[src/rtl/core/nv21r_pkg.sv]
// shared constants and types for the nv21 region 180-degree rotator
// no dependencies; imported by every module of the block but nv21r_ram
package nv21r_pkg;

  localparam int MAX_WIDTH   = 1024;
  localparam int MAX_HEIGHT  = 1024;
  localparam int STORE_DEPTH = MAX_WIDTH * MAX_HEIGHT / 2 * 3;
  localparam int ADDR_W      = $clog2(STORE_DEPTH);
  localparam int DIM_W       = 11;
  localparam int CFG_IDX_W   = 1;
  localparam int BYTE_W      = 8;

  // register indexes of the configuration port
  localparam logic [CFG_IDX_W-1:0] REG_WIDTH  = 1'b0;
  localparam logic [CFG_IDX_W-1:0] REG_HEIGHT = 1'b1;

  // cycles the input stays closed after a register write while sizes settle
  localparam logic [1:0] SETTLE_CYCLES = 2'd3;

  // per-beat control passed from the sequencer to the output stage
  typedef struct packed {
    logic emit;  // a full previous region is stored, the read byte is a result
    logic last;  // last byte of the region
  } step_t;

  // clamp a written size into 2..max and force it even
  function automatic logic [DIM_W-1:0] clamp_dim(input logic [DIM_W-1:0] val,
                                                 input int max_dim);
    logic [DIM_W-1:0] v;
    v = val;
    if (int'(v) < 2) v = DIM_W'(2);
    if (int'(v) > max_dim) v = DIM_W'(max_dim);
    return {v[DIM_W-1:1], 1'b0};
  endfunction

endpackage

[src/rtl/core/nv21r_out.sv]
// output side: holds the ram read beat, then an output register toward the sink
// depends on nv21r_pkg
module nv21r_out
  import nv21r_pkg::*;
(
  input  logic              clk_i,
  input  logic              rst_ni,
  input  logic              load_i,
  input  step_t             step_i,
  input  logic [BYTE_W-1:0] rdata_i,
  input  logic              m_tready_i,
  output logic              free_o,
  output logic              rd_busy_o,
  output logic              m_tvalid_o,
  output logic [BYTE_W-1:0] m_tdata_o,
  output logic              m_tlast_o
);

  logic              rd_valid_q, rd_valid_d, rd_last_q;
  logic              out_valid_q, out_valid_d, out_last_q;
  logic [BYTE_W-1:0] out_byte_q;
  logic              out_load;

  // the ram read register holds its data until the next access
  assign out_load = rd_valid_q && (!out_valid_q || m_tready_i);
  assign free_o   = !rd_valid_q || out_load;

  always_comb begin
    rd_valid_d = rd_valid_q;
    if (load_i) begin
      rd_valid_d = step_i.emit;
    end else if (out_load) begin
      rd_valid_d = 1'b0;
    end
    out_valid_d = out_valid_q;
    if (out_load) begin
      out_valid_d = 1'b1;
    end else if (m_tready_i) begin
      out_valid_d = 1'b0;
    end
  end

  always_ff @(posedge clk_i or negedge rst_ni) begin
    if (!rst_ni) begin
      rd_valid_q  <= 1'b0;
      out_valid_q <= 1'b0;
    end else begin
      rd_valid_q  <= rd_valid_d;
      out_valid_q <= out_valid_d;
    end
  end

  always_ff @(posedge clk_i) begin
    if (load_i) begin
      rd_last_q <= step_i.last;
    end
    if (out_load) begin
      out_byte_q <= rdata_i;
      out_last_q <= rd_last_q;
    end
  end

  assign rd_busy_o  = rd_valid_q;
  assign m_tvalid_o = out_valid_q;
  assign m_tdata_o  = out_byte_q;
  assign m_tlast_o  = out_last_q;

endmodule

[config.mk]
export PLATFORM = sky130hd
export DESIGN_NAME = nv21r_out
export DESIGN_NICKNAME = d
export VERILOG_FILES = /design/src/rtl/core/nv21r_pkg.sv /design/src/rtl/core/nv21r_out.sv
export SDC_FILE = /design/constraint.sdc
export NUM_CORES = 1
export LEC_CHECK = 0
export ABC_AREA = 1
export BUFFER_PORTS_ARGS = -buffer_cell sky130_fd_sc_hd__buf_4
export CAP_MARGIN = 40
export CORE_AREA = 2 2 39 41
export CTS_BUF_LIST = sky130_fd_sc_hd__clkbuf_4 sky130_fd_sc_hd__clkbuf_8 sky130_fd_sc_hd__clkbuf_16
export DETAILED_ROUTE_END_ITERATION = 12
export DIE_AREA = 0 0 41 43
export SETUP_SLACK_MARGIN = 0.2
export SLEW_MARGIN = 20
export SYNTH_ARGS = -nofsm -noshare
export SYNTH_HDL_FRONTEND = slang
export SYNTH_SLANG_ARGS = --single-unit
[constraint.sdc]
create_clock -name clk_i -period 1.7 [get_ports clk_i]
set_input_delay 0.34 -clock clk_i [delete_from_list [all_inputs] [get_ports clk_i]]
set_output_delay 0.34 -clock clk_i [all_outputs]
set_load 0.01 [all_outputs]
Word level (Yosys, flattened, before mapping). Cells that the tools add are included. W data, S select, Z words.

Shifts and indexed selects: 0. $add $sub $neg: 0. Multiply operators: 0. Bitwise logic cells: 0. $lt $le $gt $ge: 0. Div/mod/pow operators: 0. Mux-type cells: 4. Reduce and logical (&&, ||, !) cells: 7. Eq/ne operators: 0.

Operator list (number): $mux W1 (4); $reduce_bool A2 Y1 (2); $logic_not A1 Y1 (2); $logic_or A1 B1 Y1 (2); $logic_and A1 B1 Y1 (1).

Bits in latches: 0. Bits in read-only memories: 0. Memories: 0. Bits in writable memories: 0. Bits of input ports: 14. Word-level logic and storage cells: 16. Register bits after elaboration: 12.

Logic depth before layout (Yosys ltp).
Word-level depth: 5. Mapped depth: 3. Gate-level depth less buffers: 3.

Worst setup path before layout. OpenSTA, ideal clock, no wires.

Path type: register to register. Start point: register rd_valid_q, in the netlist rd_busy_o. End point: register out_byte_q[0], in the netlist m_tdata_o[0], enable pin. Data required time: 1322 ps. Arrival: 966 ps. Buffers on the path: 0. Path slack: 356 ps. Library setup time: 378 ps. Stages on the path, launching flop included: 3. Period minus slack after synthesis: 1344 ps. Cell sequence: dfrtp_1 -> inv_1 -> a21oi_1.

Cells in the longest elaborated chain, start to end: 1.

Ends and longest elaborated chain: start, declared (line nv21r_out.sv:19) `logic rd_valid_q, rd_valid_d, rd_last_q;`; start signal, assigned (line nv21r_out.sv:48) `rd_valid_q <= rd_valid_d;`; $logic_and A1 B1 Y1 (line nv21r_out.sv:25) `assign out_load = rd_valid_q && (!out_valid_q || m_tready_i);`; via out_load (line nv21r_out.sv:22) `logic out_load;`; end signal, assigned (line nv21r_out.sv:58) `out_byte_q <= rdata_i;`; end, declared (line nv21r_out.sv:21) `logic [BYTE_W-1:0] out_byte_q;`.

The timed path passes the listed nets, and every way through them passes these cells. A chain may end at the register's enable or synchronous reset.

Worst setup path in the final report.
Start point: register out_valid_q, in the netlist m_tvalid_o. End point: output port free_o.

Cells in the longest elaborated chain, start to end: 4.

Ends and longest elaborated chain: start, declared (line nv21r_out.sv:20) `logic out_valid_q, out_valid_d, out_last_q;`; start signal, assigned (line nv21r_out.sv:49) `out_valid_q <= out_valid_d;`; $logic_not A1 Y1 (line nv21r_out.sv:25); $logic_or A1 B1 Y1 (line nv21r_out.sv:25); $logic_and A1 B1 Y1 (line nv21r_out.sv:25); $logic_or A1 B1 Y1 (line nv21r_out.sv:26) `assign free_o = !rd_valid_q || out_load;`; end, declared (line nv21r_out.sv:12) `output logic free_o,`.

Every way passes these cells.

==> results.ini <==
[status]
status=finished, final reports clean

[finish]
multiInputGateArea_um2=31.3
fillCellCount=142
diodes=0
layout-drive-gt1-share_pct=58.5
seq_area_um2=350
nNetsFinal=68
fin_util_pct=46.8
area_delta_synth_final_pct=65.0

[synth]
yosysSeqAreaShare_pct=89.2
post-synth-top-area-cell=edfxtp_1
ys_warn_count=0
synth_edf_count=10
synth.distinct_cells=8
synth_seq_cells=12
synth_top_cell_area_share_pct=76.4
ys.flop_type=edfxtp_1
synth_area_per_cell_um2=17.9
synthArstFlopShare_pct=16.7
synth.most_common_cell=edfxtp_1
yosys-top-cells-area=edfxtp_1 (76%), dfrtp_1 (13%), nand2_1 (3.8%)
syn-cell-area_um2=393
netlist_top_cells_count=edfxtp_1 (10), nand2_1 (4), dfrtp_1 (2), inv_1 (2)
syn_nets=36
synth_cells=22

[power_and_ir_drop]
vdd_drop_max_mv=0.338
powerDensity_nw_per_um2=934
p_leak_nw=0.296

[sta]
finClkSkew_ns=0.00425
rsz0062_at_grt=false
period_minus_slack_ns=1.24
finalHoldViolations=0
fin_setup_tns_ns=0
finalSetupViolations=0
fin_crit_sh_pct=73.1
maxSlewViolCount=0
fmax_ghz=0.804
worst_pin_slew_ns=0.142
maxSlewHeadroom_pct=90.5

[cts]
path_clk_slew_ns=0.07
cts_tree=yes
clock_sinks=12
insertion_delay_ns=0.26
numCtsBuffers=3
cts_setup_buffers=0
root_buffer=clkbuf_4
clockBufferDepth=2
htree_levels=1

[route]
wl_per_cell_um=10.4
routed_wl_um=721
post-route-drc-count=0
vias_per_cell=4.06
vias=280
drt-initial-drc-count=0
ant_nets=0
dr.pass1.iters=1

[setup_path]
cp_data_required_time_ns=1.36
cp_max_fo=5
worstSetupPathType=reg2out
cp-end-kind=primary output
worst-endpoint-arrival_ns=0.90
start_kind=flop

[grt]
grt.overflow.total=0
grt_start_max_net_pins=10
antenna_found_initial=0
grt_pass1_wl_mm=1.08
grt_pass1_vias=291
grt_usage_pct=9.53

[min_path]
min_path_type=in2reg

[die]
core-area_um2=1380
die_x_um=41
num_io_pins=26
fp.dieArea_um2=1760
start_util_pct=28.4
rows=14
die_y_um=43

[placed_design]
port_buffers=25
routabilityCongestion=0.625
dp_hpwl_um=601

[job]
drv_cap=0

worst max-delay path, cell delays in order (launching register included):
cell	delay [ns]
dfrtp_1	0.40
nand3_1	0.10
buf_4	0.15
logic make-up (layout without fill, tap and decap cells):
kind of cell           Yosys count  in the layout  synth area share (%)
DFF                             12             12                  89.2
and+or+nand+nor                  6              6                  6.69
buffers and inverters            3             34                  2.87
AOI/OAI and AO/OA                1              1                  1.27
placed cells by master, fill, tap and decap left out, drive strengths merged:
master and n:
a21oi 1, buf 26, clkbuf 4, dfrtp 2
dlygate4sd3 1, edfxtp 10, inv 3, nand2 4
nand3 1, nand4 1
layer usage:
| metal | wire length, um | vias to the layer above | GRT usage [%] | part of all wire [%] |
|---|---|---|---|---|
| met5 | 0 | - | 0 | 0 |
| met2 | 325 | 23 | 14.1 | 45 |
| li1 | - | 140 | - | - |
| met1 | 271 | 117 | 11.3 | 38 |
| met3 | 123 | 0 | 3.14 | 17 |
| met4 | 0 | 0 | 6.00 | 0 |
worst paths after layout:
| kind | start | slack [ns] | endpoint | cells past startpoint |
|---|---|---|---|---|
| min in group asynchronous | rst_ni | 0.40 | m_tvalid_o$_DFFE_PN0P_ | 2 |
| max in group asynchronous | rst_ni | 1.22 | rd_busy_o$_DFFE_PN0P_ | 2 |
| worst max register to register | m_tvalid_o$_DFFE_PN0P_ | 0.65 | m_tdata_o[5]$_DFFE_PP_ | 2 |
| worst min register to register | rd_last_q$_DFFE_PP_ | 0.43 | m_tlast_o$_DFFE_PP_ | 0 |
| worst min-delay path | step_i[0] | 0.25 | rd_last_q$_DFFE_PP_ | 1 |
| worst max-delay path | m_tvalid_o$_DFFE_PN0P_ | 0.46 | free_o | 2 |
area by class of cell:
cell class,count,area share [%]
Clock buffer,4,4.63
Multi-Input combinational cell,7,4.83
Inverter,3,1.74
Sequential cell,12,54.1
Tap cell,16,3.09
Timing Repair Buffer,27,31.7
metrics by stage:
stage,hold slack (ns),cell area (um2),instances,power [mW],worst slack (ns)
after floorplan,0.0444,393,22,0.372,0.356
after global placement,0.126,608,64,0.423,0.639
after detailed placement,0.124,608,64,0.425,0.630
after CTS,0.236,648,69,0.618,0.453
after global routing,0.232,648,69,0.641,0.373
final,0.250,648,69,0.606,0.457
where the power goes:
| group | switching [mW] | internal, mW | leakage, nW |
|---|---|---|---|
| registers | 0.00787 | 0.339 | 0.118 |
| logic | 0.0286 | 0.0429 | 0.159 |
| clock network | 0.0804 | 0.107 | 0.0184 |
state kept, by name (all words and copies together) (netlist names):
register,count
m_tvalid_o,1
rd_busy_o,1
m_tlast_o,1
rd_last_q,1
m_tdata_o,8
what timing repair did:
action / CTS / global route
endpoints found under the hold margin: 2 / 0
resized for setup: 0 / 0
hold buffers: 1 / 0
Power figures use the tool's default switching activity.
